## src/rtl/json_token_syntax_checker_core_defines.svh

```systemverilog
// Assertion helpers shared by the checker RTL.
// Both expect signals named clk and rst in the scope of use.
`ifndef JSON_TOKEN_SYNTAX_CHECKER_CORE_DEFINES_SVH
`define JSON_TOKEN_SYNTAX_CHECKER_CORE_DEFINES_SVH

// Condition must hold at every edge outside reset.
`define JTSC_ASSERT_NOW(lbl, cond, msg) \
  lbl: assert property (@(posedge clk) disable iff (rst) (cond)) else $error(msg);

// Antecedent at one edge implies consequent at the next edge.
`define JTSC_ASSERT_NEXT(lbl, ante, cons, msg) \
  lbl: assert property (@(posedge clk) disable iff (rst) (ante) |=> (cons)) \
    else $error(msg);

`endif

```

## src/rtl/jtsc_pkg.sv

```systemverilog
`timescale 1ns / 1ps
`default_nettype none

package jtsc_pkg;

  // Default stack depth
  localparam int MAX_NEST_DEF = 32;

  // Depth limit register
  localparam int          LIMIT_W     = 6;
  localparam logic [5:0]  LIMIT_RESET = 6'd32;

  // Token kinds
  localparam logic [3:0] K_STRING = 4'd0;
  localparam logic [3:0] K_NUMBER = 4'd1;
  localparam logic [3:0] K_LCURL  = 4'd2;
  localparam logic [3:0] K_RCURL  = 4'd3;
  localparam logic [3:0] K_LBRACK = 4'd4;
  localparam logic [3:0] K_RBRACK = 4'd5;
  localparam logic [3:0] K_COMMA  = 4'd6;
  localparam logic [3:0] K_COLON  = 4'd7;

  typedef enum logic [3:0] {
    PH_FIRST    = 4'd0,
    PH_VALUE    = 4'd1,
    PH_OBJ_OPEN = 4'd2,
    PH_KEY      = 4'd3,
    PH_COLON    = 4'd4,
    PH_ARR_OPEN = 4'd5,
    PH_AFTER    = 4'd6,
    PH_DONE     = 4'd7,
    PH_ERROR    = 4'd8
  } phase_t;

  typedef enum logic [2:0] {
    ST_OK       = 3'd0,
    ST_COMPLETE = 3'd1,
    ST_ERROR    = 3'd2,
    ST_DEEP     = 3'd3,
    ST_IGNORED  = 3'd4
  } status_t;

endpackage

`default_nettype wire

```

## src/rtl/jtsc_ram.sv

```systemverilog
`timescale 1ns / 1ps
`default_nettype none

// Simple dual-port RAM, one write port, one registered read port.
module jtsc_ram #(
  parameter int WIDTH = 1,
  parameter int DEPTH = jtsc_pkg::MAX_NEST_DEF
) (
  input  wire logic                     clk,
  input  wire logic                     we,
  input  wire logic [$clog2(DEPTH)-1:0] waddr,
  input  wire logic [WIDTH-1:0]         wdata,
  input  wire logic [$clog2(DEPTH)-1:0] raddr,
  output logic      [WIDTH-1:0]         rdata
);

  logic [WIDTH-1:0] mem [DEPTH];

  always_ff @(posedge clk) begin
    if (we) begin
      mem[waddr] <= wdata;
    end
    rdata <= mem[raddr];
  end

endmodule

`default_nettype wire

```

## src/rtl/json_token_syntax_checker_core.sv

```systemverilog
// Each accepted token's result is registered into the output stage, or the skid slot if held.
// Throughput: one token per cycle while in_stall is low; the phase update, the top-of-stack
//   register and the registered RAM read of the entry below the top close at the same edge.
// Reset (rst, synchronous, active high): phase to expect-first-value, depth 0, limit 32,
//   output and skid stages empty. The stack RAM is not cleared; no clearing pass.
`timescale 1ns / 1ps
`default_nettype none

module json_token_syntax_checker_core #(
  parameter int MAX_NEST = jtsc_pkg::MAX_NEST_DEF
) (
  input  wire logic       clk,
  input  wire logic       rst,
  // token input
  input  wire logic       in_valid,
  output logic            in_stall,
  input  wire logic [3:0] token_kind,
  input  wire logic       restart,
  // result output
  output logic            out_valid,
  input  wire logic       out_stall,
  output logic      [2:0] status,
  output logic      [5:0] depth,
  // depth limit register write
  input  wire logic       cfg_valid,
  output logic            cfg_ready,
  input  wire logic [5:0] cfg_data
);

`include "json_token_syntax_checker_core_defines.svh"

  localparam int LW = $clog2(MAX_NEST + 1);          // depth counter, holds MAX_NEST itself
  localparam int AW = $clog2(MAX_NEST);              // stack address
  localparam int CW = (LW > jtsc_pkg::LIMIT_W) ? LW : jtsc_pkg::LIMIT_W;

  // ---------------------------------------------------------------------------
  // Config: limit register. Always ready; user must keep it written only while idle; unchecked.
  // ---------------------------------------------------------------------------
  logic [5:0] limit;

  assign cfg_ready = 1'b1;

  always_ff @(posedge clk) begin
    if (rst) begin
      limit <= jtsc_pkg::LIMIT_RESET;
    end else if (cfg_valid && cfg_ready) begin
      limit <= cfg_data;
    end
  end

  // ---------------------------------------------------------------------------
  // Handshake. Output register plus a skid slot: the core keeps accepting
  // while one item waits; it stalls only once the skid slot is occupied.
  // ---------------------------------------------------------------------------
  logic acc;
  logic take;
  logic skid_v;

  assign in_stall = skid_v;
  assign acc      = in_valid && !skid_v;
  assign take     = out_valid && !out_stall;

  // ---------------------------------------------------------------------------
  // Parser state.
  //   level       : current nesting depth
  //   top_is_obj  : kind of innermost open container (valid when level >= 1)
  //   below_is_obj: RAM read of entry level-2 (valid when level >= 2)
  // The RAM read address is registered from the next level, so the entry
  // below the top is always waiting when the next token arrives.
  // ---------------------------------------------------------------------------
  jtsc_pkg::phase_t phase, ph_next, ph_eff;
  logic [LW-1:0]    level, lvl_next, lvl_eff;
  logic             top_is_obj, top_next;
  logic             below_is_obj;

  jtsc_pkg::status_t st;
  logic              push;
  logic              push_obj;
  logic              do_start, do_close, close_obj, do_fail;
  logic              too_deep;
  logic              rd_src_acc;
  logic [LW-1:0]     rd_level;
  logic [AW-1:0]     rd_addr;

  // Limit in force: min(register, MAX_NEST). Opening at level >= limit is too deep.
  assign too_deep = (CW'(lvl_eff) >= CW'(limit)) || (lvl_eff == LW'(MAX_NEST));
  assign push_obj = (token_kind == jtsc_pkg::K_LCURL);

  always_comb begin
    lvl_eff   = restart ? '0 : level;
    ph_eff    = restart ? jtsc_pkg::PH_FIRST : phase;
    ph_next   = ph_eff;
    lvl_next  = lvl_eff;
    top_next  = top_is_obj;
    push      = 1'b0;
    st        = jtsc_pkg::ST_OK;
    do_start  = 1'b0;
    do_close  = 1'b0;
    close_obj = 1'b0;
    do_fail   = 1'b0;

    case (ph_eff)
      jtsc_pkg::PH_FIRST, jtsc_pkg::PH_VALUE: begin
        do_start = 1'b1;
      end
      jtsc_pkg::PH_OBJ_OPEN: begin
        if (token_kind == jtsc_pkg::K_STRING) begin
          ph_next = jtsc_pkg::PH_COLON;
        end else if (token_kind == jtsc_pkg::K_RCURL) begin
          do_close  = 1'b1;
          close_obj = 1'b1;
        end else begin
          do_fail = 1'b1;
        end
      end
      jtsc_pkg::PH_KEY: begin
        if (token_kind == jtsc_pkg::K_STRING) begin
          ph_next = jtsc_pkg::PH_COLON;
        end else begin
          do_fail = 1'b1;
        end
      end
      jtsc_pkg::PH_COLON: begin
        if (token_kind == jtsc_pkg::K_COLON) begin
          ph_next = jtsc_pkg::PH_VALUE;
        end else begin
          do_fail = 1'b1;
        end
      end
      jtsc_pkg::PH_ARR_OPEN: begin
        if (token_kind == jtsc_pkg::K_RBRACK) begin
          do_close = 1'b1;
        end else begin
          do_start = 1'b1;
        end
      end
      jtsc_pkg::PH_AFTER: begin
        if (token_kind == jtsc_pkg::K_COMMA) begin
          if (lvl_eff == '0) begin
            do_fail = 1'b1;
          end else begin
            ph_next = top_is_obj ? jtsc_pkg::PH_KEY : jtsc_pkg::PH_VALUE;
          end
        end else if (token_kind == jtsc_pkg::K_RCURL) begin
          do_close  = 1'b1;
          close_obj = 1'b1;
        end else if (token_kind == jtsc_pkg::K_RBRACK) begin
          do_close = 1'b1;
        end else begin
          do_fail = 1'b1;
        end
      end
      jtsc_pkg::PH_DONE: begin
        st = jtsc_pkg::ST_IGNORED;
      end
      default: begin
        do_fail = 1'b1;   // error phase sticks
      end
    endcase

    // value may start here
    if (do_start) begin
      if (token_kind == jtsc_pkg::K_STRING || token_kind == jtsc_pkg::K_NUMBER) begin
        if (lvl_eff == '0) begin
          ph_next = jtsc_pkg::PH_DONE;
          st      = jtsc_pkg::ST_COMPLETE;
        end else begin
          ph_next = jtsc_pkg::PH_AFTER;
        end
      end else if (token_kind == jtsc_pkg::K_LCURL || token_kind == jtsc_pkg::K_LBRACK) begin
        if (too_deep) begin
          ph_next = jtsc_pkg::PH_ERROR;
          st      = jtsc_pkg::ST_DEEP;
        end else begin
          push     = 1'b1;
          top_next = push_obj;
          lvl_next = lvl_eff + LW'(1);
          ph_next  = push_obj ? jtsc_pkg::PH_OBJ_OPEN : jtsc_pkg::PH_ARR_OPEN;
        end
      end else begin
        do_fail = 1'b1;
      end
    end

    // closer must match innermost container
    if (do_close) begin
      if (lvl_eff == '0 || top_is_obj != close_obj) begin
        do_fail = 1'b1;
      end else begin
        lvl_next = lvl_eff - LW'(1);
        top_next = below_is_obj;
        if (lvl_next == '0) begin
          ph_next = jtsc_pkg::PH_DONE;
          st      = jtsc_pkg::ST_COMPLETE;
        end else begin
          ph_next = jtsc_pkg::PH_AFTER;
        end
      end
    end

    if (do_fail) begin
      ph_next = jtsc_pkg::PH_ERROR;
      st      = jtsc_pkg::ST_ERROR;
    end
  end

  // Phase register
  always_ff @(posedge clk) begin
    if (rst) begin
      phase <= jtsc_pkg::PH_FIRST;
    end else if (acc) begin
      phase <= ph_next;
    end
  end

  always_ff @(posedge clk) begin
    if (rst) begin
      level <= '0;
    end else if (acc) begin
      level <= lvl_next;
    end
  end

  // top kind is payload; only meaningful while level >= 1
  always_ff @(posedge clk) begin
    if (acc) begin
      top_is_obj <= top_next;
    end
  end

  // ---------------------------------------------------------------------------
  // Stack RAM. Push writes entry lvl_eff; the read fetches entry level-2 of
  // the coming state. A push never reads the entry it writes in the same
  // cycle, and anything read was written at an earlier edge.
  // ---------------------------------------------------------------------------
  assign rd_src_acc = acc;
  assign rd_level   = rd_src_acc ? lvl_next : level;
  assign rd_addr    = AW'(rd_level - LW'(2));

  jtsc_ram #(
    .WIDTH (1),
    .DEPTH (MAX_NEST)
  ) u_stack (
    .clk   (clk),
    .we    (acc && push),
    .waddr (AW'(lvl_eff)),
    .wdata (push_obj),
    .raddr (rd_addr),
    .rdata (below_is_obj)
  );

  // ---------------------------------------------------------------------------
  // Output register and skid slot
  // ---------------------------------------------------------------------------
  logic [2:0] skid_status;
  logic [5:0] skid_depth;

  always_ff @(posedge clk) begin
    if (rst) begin
      out_valid <= 1'b0;
      skid_v    <= 1'b0;
    end else if (skid_v) begin
      if (take) begin
        skid_v <= 1'b0;       // skid moves up, out stays valid
      end
    end else if (acc) begin
      if (out_valid && !take) begin
        skid_v <= 1'b1;
      end else begin
        out_valid <= 1'b1;
      end
    end else if (take) begin
      out_valid <= 1'b0;
    end
  end

  always_ff @(posedge clk) begin
    if (skid_v) begin
      if (take) begin
        status <= skid_status;
        depth  <= skid_depth;
      end
    end else if (acc) begin
      if (out_valid && !take) begin
        skid_status <= st;
        skid_depth  <= 6'(lvl_next);
      end else begin
        status <= st;
        depth  <= 6'(lvl_next);
      end
    end
  end

  // ---------------------------------------------------------------------------
  // Assertions
  // ---------------------------------------------------------------------------
  `JTSC_ASSERT_NOW(a_skid_needs_out, !skid_v || out_valid, "skid holds item with output empty")
  `JTSC_ASSERT_NOW(a_level_bound, level <= LW'(MAX_NEST), "nesting level beyond stack depth")
  `JTSC_ASSERT_NOW(a_done_at_top, phase != jtsc_pkg::PH_DONE || level == '0,
                   "document complete with open containers")
  `JTSC_ASSERT_NEXT(a_error_sticks,
                    acc && !restart && phase == jtsc_pkg::PH_ERROR,
                    phase == jtsc_pkg::PH_ERROR && level == $past(level),
                    "error phase left without restart")

endmodule

`default_nettype wire
```

## config.mk

```make
export PLATFORM = sky130hd
export DESIGN_NAME = json_token_syntax_checker_core
export DESIGN_NICKNAME = d
export VERILOG_FILES = /design/src/rtl/jtsc_pkg.sv /design/src/rtl/jtsc_ram.sv /design/src/rtl/json_token_syntax_checker_core.sv
export VERILOG_INCLUDE_DIRS = /design/src /design/src/rtl
export SDC_FILE = /design/constraint.sdc
export NUM_CORES = 1
export LEC_CHECK = 0
export BUFFER_PORTS_ARGS = -buffer_cell sky130_fd_sc_hd__buf_2
export CORE_UTILIZATION = 55
export DETAILED_ROUTE_END_ITERATION = 10
export HOLD_SLACK_MARGIN = 0.1
export PLACE_DENSITY_LB_ADDON = 0.3
export SYNTH_ARGS = -nofsm -noshare
export SYNTH_HDL_FRONTEND = slang
export SYNTH_HIERARCHICAL = 1
export SYNTH_SLANG_ARGS = --single-unit
```

## constraint.sdc

```tcl
create_clock -name clk -period 5.5 [get_ports clk]
set_clock_uncertainty 0.15 [all_clocks]
set_input_delay 0.55 -clock clk [delete_from_list [all_inputs] [get_ports clk]]
set_output_delay 0.55 -clock clk [all_outputs]
set_load 0.05 [all_outputs]
```

=== Word-level counts from Yosys, hierarchy flattened ===
Memories as Yosys holds them, arrays and structs flattened. A register that Yosys moved wholly into a read port is not among the register bits.
Cells that the tools add are included.

* Logic and storage cells: 143
* Output and inout port bits: 12
* Memories: 1
* Bits in writable memories: 32
* Bits in registers: 37

{| class="wikitable"
|+ Memory list
! memory !! words !! width !! read ports !! clocked after memory_dff !! write ports !! RTL line !! text
|-
| u_stack.mem || 32 || 1 || 1 || 1 || 1 || jtsc_ram.sv:17 || <nowiki>logic [WIDTH-1:0] mem [DEPTH];</nowiki>
|}

* Add/sub/neg operators: 3
* Bitwise logic cells: 1
* Eq/ne operators: 19
* Multiplexer cells: 85
* Reduce and logical (&&, ||, !) cells: 23
* Magnitude comparators: 1

{| class="wikitable"
|+ Operators with widths
! operator !! number
|-
| 6-bit 2-to-1 mux || 12
|-
| 4-bit 2-to-1 mux || 12
|-
| 3-bit 2-to-1 mux || 15
|-
| 1-bit 2-to-1 mux || 40
|-
| 4-bit by 3-bit == test with 1-bit output, second input constant || 8
|-
| 4-bit by 2-bit == test with 1-bit output, second input constant || 4
|-
| 6-bit zero test || 2
|-
| 4-bit one-hot mux with 3 select lines || 1
|-
| 3-bit AND reduction || 3
|-
| 4-bit by 1-bit == test with 1-bit output, second input constant || 2
|-
| 4-bit zero test || 2
|-
| 6-bit by 1-bit adder with 6-bit output, second input constant || 1
|-
| 6-bit == test, second input constant || 1
|-
| 6-bit >= comparator || 1
|-
| 2-bit inequality test, second input constant || 3
|-
| 6-bit by 1-bit subtractor with 6-bit output, second input constant || 1
|-
| 1-bit one-hot mux with 5 select lines || 1
|-
| 5-bit by 2-bit subtractor with 5-bit output, second input constant || 1
|-
| 1-bit logical AND || 4
|-
| 1-bit logical OR || 4
|-
| 1-bit one-hot mux with 2 select lines || 2
|-
| 2-bit nonzero test || 2
|-
| 2-bit OR reduction || 2
|-
| 4-bit OR reduction || 1
|-
| other kinds (5) || 7
|}

=== Longest topological paths before layout ===
* Depth in word-level cells: 14
* Mapped depth: 18
* Gate-level depth less buffers: 16

=== Modules after synthesis ===
The synthesis kept the hierarchy.

{| class="wikitable"
|+ By module, submodules not included
! module !! sequential area each (um2) !! times used !! cells an instance !! area each (um2)
|-
| json_token_syntax_checker_core || 930.9 || 1 || 291 || 2663.8
|-
| jtsc_ram || 980.9 || 1 || 120 || 1517.7
|}

=== Least setup slack after synthesis ===
OpenSTA, ideal clock, no wires.

* Kind: input-to-reg
* Start point: input port restart
* End point: register u_stack.rdata (read register of u_stack.mem)
* Data required time: 5.228 ns
* Setup slack: 1.541 ns
* Library setup time: 0.122 ns
* Stages on the path: 18
* Arrival time: 3.687 ns
* Cells stage by stage: buf_6 -> buf_2 -> nor2b_1 -> inv_1 -> ha_1 -> nor2_1 -> a21oi_1 -> o211ai_1 -> nand3_1 -> and2_4 -> a211oi_4 -> ha_1 -> inv_1 -> and2_1 -> a22oi_1 -> nand4b_1 -> a21oi_1 -> a311o_1

* Cells in the longest elaborated chain, start to end: 11
* Elaborated cells on any way between the ends: 27
* Those cells by class: 3 x add/sub; 1 x order compare; 6 x eq/ne; 12 x mux; 5 x reduce/logical

{| class="wikitable"
|+ RTL lines
! item !! RTL line !! text
|-
| start, declared || json_token_syntax_checker_core.sv:18 || <nowiki>input wire logic restart,</nowiki>
|-
| 6-bit 2-to-1 mux (*) || json_token_syntax_checker_core.sv:90 || <nowiki>lvl_eff = restart ? '0 : level;</nowiki>
|-
| named net lvl_eff[0] || json_token_syntax_checker_core.sv:72 || <nowiki>logic [LW-1:0] level, lvl_next, lvl_eff;</nowiki>
|-
| 6-bit >= comparator / 6-bit == test (equally long branches) || json_token_syntax_checker_core.sv:86 || <nowiki>assign too_deep = (CW'(lvl_eff) >= CW'(limit)) || (lvl_eff == LW'(MAX_NEST));</nowiki>
|-
| 1-bit logical OR || json_token_syntax_checker_core.sv:86 ||
|-
| 6-bit 2-to-1 mux || json_token_syntax_checker_core.sv:171 || <nowiki>if (too_deep) begin</nowiki>
|-
| 6-bit 2-to-1 mux || json_token_syntax_checker_core.sv:170 || <nowiki>end else if (token_kind == jtsc_pkg::K_LCURL || token_kind == jtsc_pkg::K_LBRACK) begin</nowiki>
|-
| 6-bit 2-to-1 mux || json_token_syntax_checker_core.sv:163 || <nowiki>if (token_kind == jtsc_pkg::K_STRING || token_kind == jtsc_pkg::K_NUMBER) begin</nowiki>
|-
| 6-bit 2-to-1 mux || json_token_syntax_checker_core.sv:162 || <nowiki>if (do_start) begin</nowiki>
|-
| 6-bit 2-to-1 mux || json_token_syntax_checker_core.sv:187 || <nowiki>if (lvl_eff == '0 || top_is_obj != close_obj) begin</nowiki>
|-
| 6-bit 2-to-1 mux (*) || json_token_syntax_checker_core.sv:186 || <nowiki>if (do_close) begin</nowiki>
|-
| 6-bit 2-to-1 mux (*) || n/a ||
|-
| 5-bit by 2-bit subtractor with 5-bit output (*) || json_token_syntax_checker_core.sv:238 || <nowiki>assign rd_addr = AW'(rd_level - LW'(2));</nowiki>
|-
| named net rd_addr[2] || json_token_syntax_checker_core.sv:83 || <nowiki>logic [AW-1:0] rd_addr;</nowiki>
|-
| end, declared || jtsc_ram.sv:14 || <nowiki>output logic [WIDTH-1:0] rdata</nowiki>
|}

Mark *: on every way through the listed nets, which the timed path passes. The rest lies on a longest branch.
A chain may end at the register's enable or synchronous reset.

=== Worst setup path in the final report ===
* Start point: input port restart
* End point: register u_stack.rdata (read register of u_stack.mem)

* Cells in the longest elaborated chain, start to end: 11
* Elaborated cells on any way between the ends: 27
* Those cells by class: 3 x add/sub; 1 x order compare; 6 x eq/ne; 12 x mux; 5 x reduce/logical

{| class="wikitable"
|+ RTL lines
! item !! RTL line
|-
| 6-bit 2-to-1 mux || json_token_syntax_checker_core.sv:90
|-
| 6-bit >= comparator / 6-bit == test (equally long branches) || json_token_syntax_checker_core.sv:86
|-
| 1-bit logical OR || json_token_syntax_checker_core.sv:86
|-
| 6-bit 2-to-1 mux || json_token_syntax_checker_core.sv:171
|-
| 6-bit 2-to-1 mux || json_token_syntax_checker_core.sv:170
|-
| 6-bit 2-to-1 mux || json_token_syntax_checker_core.sv:163
|-
| 6-bit 2-to-1 mux || json_token_syntax_checker_core.sv:162
|-
| 6-bit 2-to-1 mux || json_token_syntax_checker_core.sv:187
|-
| 6-bit 2-to-1 mux (*) || json_token_syntax_checker_core.sv:186
|-
| 6-bit 2-to-1 mux (*) || n/a
|-
| 5-bit by 2-bit subtractor with 5-bit output (*) || json_token_syntax_checker_core.sv:238
|-
| named net rd_addr[2] || json_token_syntax_checker_core.sv:83
|}

Marks and branches as above.

==> metrics.yaml <==
sta:
  layout_worst_path_cycle_share_pct: 76.0
  maxClockFrequency_mhz: 239
  finalHoldViolations: 0
  finalWorstPathRequiredPeriod_ps: 4180
  drv_slew: 0
  worst_pin_slew_ps: 852
  timing.setup.tns_ps: 0
  setup-violations-final: 0
  worst_slew_margin_rel_pct: 43.2
  unrepaired_setup_endpoints_after_global_routing: "no"
finish:
  finalNetCount: 453
  syn2layout_area_growth_pct: 9.61
  num-fill-cells: 631
  post_layout_nonfiller_instances: 532
  drive_above_1_share_pct: 18.7
  antenna-diode-count: 0
cts:
  cts_made_buffers: 9
  cts-root-buf: "clkbuf_8"
  clock_path_buffers: 2
  cts.hold.buffers_added: 0
  cts_tree: "yes"
  postCtsResizedCells: 0
  tritoncts_num_sinks: 70
  h_tree_depth: 3
  clkTransAtPathRegs_ps: 80
  postCtsSetupBuffers: 0
  worstSkewPairLatency_ps: 350
setup_path:
  r2r_slack_ps: 1390
  timing.critical_path.required_ps: 5600
  worst_ep_arrival_time_ps: 4280
  reg2reg_depth: 16
  timing.rr.end: "u_stack/rdata"
  setup.worst_path.class: "in2reg"
  timing.critical_path.to_type: "flop"
  start_kind: "primary input"
  worstReg2RegStart: "level[0]"
  worst_path_max_fanout: 19
floorplan:
  count_of_boundary_i_o_pins: 28
  fp.dieArea_um2: 7960
  core_area_um2: 7290
  initial_core_util_pct: 57.3
  floorplan.die.width_um: 89.2
  std_cell_rows: 31
  die-height_um: 89.2
logic_synthesis:
  synth_flop_cell: "edfxtp_1"
  synth_async_sr_flop_share_pct: 0
  netlist_area_um2: 4180
  synth-seq-cells: 70
  synth.top_cells.by_area: "edfxtp_1, dfxtp_1, nor2_1, mux2i_1, ha_1"
  count_of_warnings_emitted_by_yosys: 6
  synth_top_area_share_pct: 36.6
  number_of_flops_mapped_to_enable_cells_by_yosys: 51
  ys_seq_area_share_pct: 45.7
  synth_cell_type_count: 77
  synth_fp_nets: 436
  synth_area_leader: "edfxtp_1"
  synth.avg_cell_area_um2: 10.2
  post_synth_inst_count: 411
route:
  detail-route-antenna-nets: 0
  detail_route.drc_violations: 0
  route.final.wire_length_um: 8780
  drt-wirelength-per-cell_um: 16.5
  detailedRoute.firstIterationViolations: 243
  vias: 3146
  drtPass1Iterations: 4
  routed_via_density: 5.91
power:
  leakagePower_nw: 1.74
  pwr_density_cell_nw_per_um2: 274
  worst_ir_drop_vdd_v: 0.000123
min_path:
  hp-class: "in2reg"
  min_path_cells: 3
  hold_path.startpoint: "cfg_data[5]"
  whs_endpoint: "limit[5]"
placement:
  routabilityCongestion: 0.889
  dp_hpwl_um: 6230
  port_buffers: 26
  dp_cells: 516
global_routing:
  top_usage_layer: "met2"
  grt_start_max_net_pins: 33
  grt_util_all_layers_pct: 24.4
  grtUsageMet2_pct: 37.7
  antenna_found_initial: 0
  grtUsageMet3_pct: 5.26
  overflow: 0
  first_global_vias: 2880
  met1_routing_resource_usage_after_global_routing_pct: 34.4
  grt_pass1_wl_um: 14400
job:
  drv_cap: 0
run_status:
  status: "finished, final reports clean"
## metal layers
metal | part of all wire, % | wire length, µm
met1 | 47 | 4110
met2 | 45 | 3960
met3 | 6.2 | 544
met4 | 1.9 | 164
met5 | 0 | 0
## logic make-up (layout without fill, tap and decap cells)
logic type,after synthesis,count (layout),synth area share [%]
and+or+nand+nor,186,186,25.5
other,1,1,0.0897
muxes,28,28,6.91
adders and majority gates,9,9,2.69
DFF,70,70,45.7
buffers and inverters,36,58,4.43
xor gates and xnor gates,9,9,1.89
AOI/OAI and AO/OA,72,72,12.8
## cell usage in the layout (no fill, tap or decap), types with 3 or more instances in the layout
cell	instances
nor2_1	60
edfxtp_1	51
nand2_1	30
buf_2	26
mux2i_1	21
dfxtp_1	19
a21oi_1	17
inv_1	13
o21ai_0	12
nand2b_1	10
nand3_1	9
ha_1	9
clkbuf_8	9
nor2b_1	8
nand3b_1	8
xnor2_1	7
mux2_2	7
nor3_1	6
a22oi_1	6
or3_1	6
and2_1	5
o211ai_1	4
o31ai_1	4
bufinv_16	4
nor3_4	3
nand4_1	3
or2_2	3
and3_1	3
a31oi_1	3
o21ai_1	3
or3b_2	3
## Yosys cell counts, types with 8 or more instances
| library cell | instances |
|---|---|
| a21oi_1 | 17 |
| nand2b_1 | 10 |
| inv_1 | 13 |
| nand3_1 | 9 |
| o21ai_0 | 12 |
| ha_1 | 9 |
| edfxtp_1 | 51 |
| nand2_1 | 30 |
| nor2b_1 | 8 |
| mux2i_1 | 21 |
| dfxtp_1 | 19 |
| clkbuf_1 | 13 |
| nor2_1 | 60 |
| nand3b_1 | 8 |
## registers in the layout, indices dropped and copies added, names as in the netlist
register	flops
skid_depth	6
out_valid	1
top_is_obj	1
phase	4
depth	6
level	6
in_stall	1
skid_status	3
status	3
limit	6
u_stack/rdata	1
u_stack/mem	32
## stage by stage
stage          worst slack (ps)  instance area (µm²)  total power [mW]  utilization (%)  hold WS [ps]
2_1_floorplan              1540                 4180             0.695                -           310
3_3_place_gp               1030                 4320             0.719             59.3           330
3_5_place_dp                975                 4320             0.722             59.3           343
4_1_cts                    1370                 4580              1.26             62.9           251
5_1_grt                     879                 4580              1.29             62.9           282
6_report                   1320                 4580              1.26             62.9           258
## cell type report
class	count	area, µm²	share of cell area, %
Inverter	14	52.6	1.15
Multi-Input combinational cell	305	2090	45.6
Tap cell	99	124	2.70
Clock inverter	6	133	2.89
Sequential cell	70	1910	41.7
Clock buffer	10	128	2.78
Timing Repair Buffer	28	145	3.17
## critical path: stages
cell      delay, ps
buf_2           210
nor2b_1         610
inv_1           150
ha_1            290
or4b_1          210
nor2_1           70
nor3_4          210
nand2_2         190
o31ai_1         490
nor3_4           80
ha_1            300
inv_1            60
and2b_1         250
a22oi_1         100
nand4b_1        120
a21oi_1          50
a311o_1         320
## power breakdown
| group | internal [mW] | switching [mW] |
|---|---|---|
| clock | 0.347 | 0.198 |
| combinational | 0.0398 | 0.0813 |
| sequential | 0.578 | 0.0108 |
| total | 0.966 | 0.290 |
## worst max-delay path by stage
stage	cells past startpoint	startpoint	slack, ps	to
global placement	17	restart	1030	u_stack/rdata
floorplan	18	restart	1540	u_stack/rdata
finish	17	restart	1320	u_stack/rdata
CTS	17	restart	1370	u_stack/rdata
detailed placement	17	restart	980	u_stack/rdata
global route	17	restart	880	u_stack/rdata
Note: power is estimated with default switching activity, not from simulation.
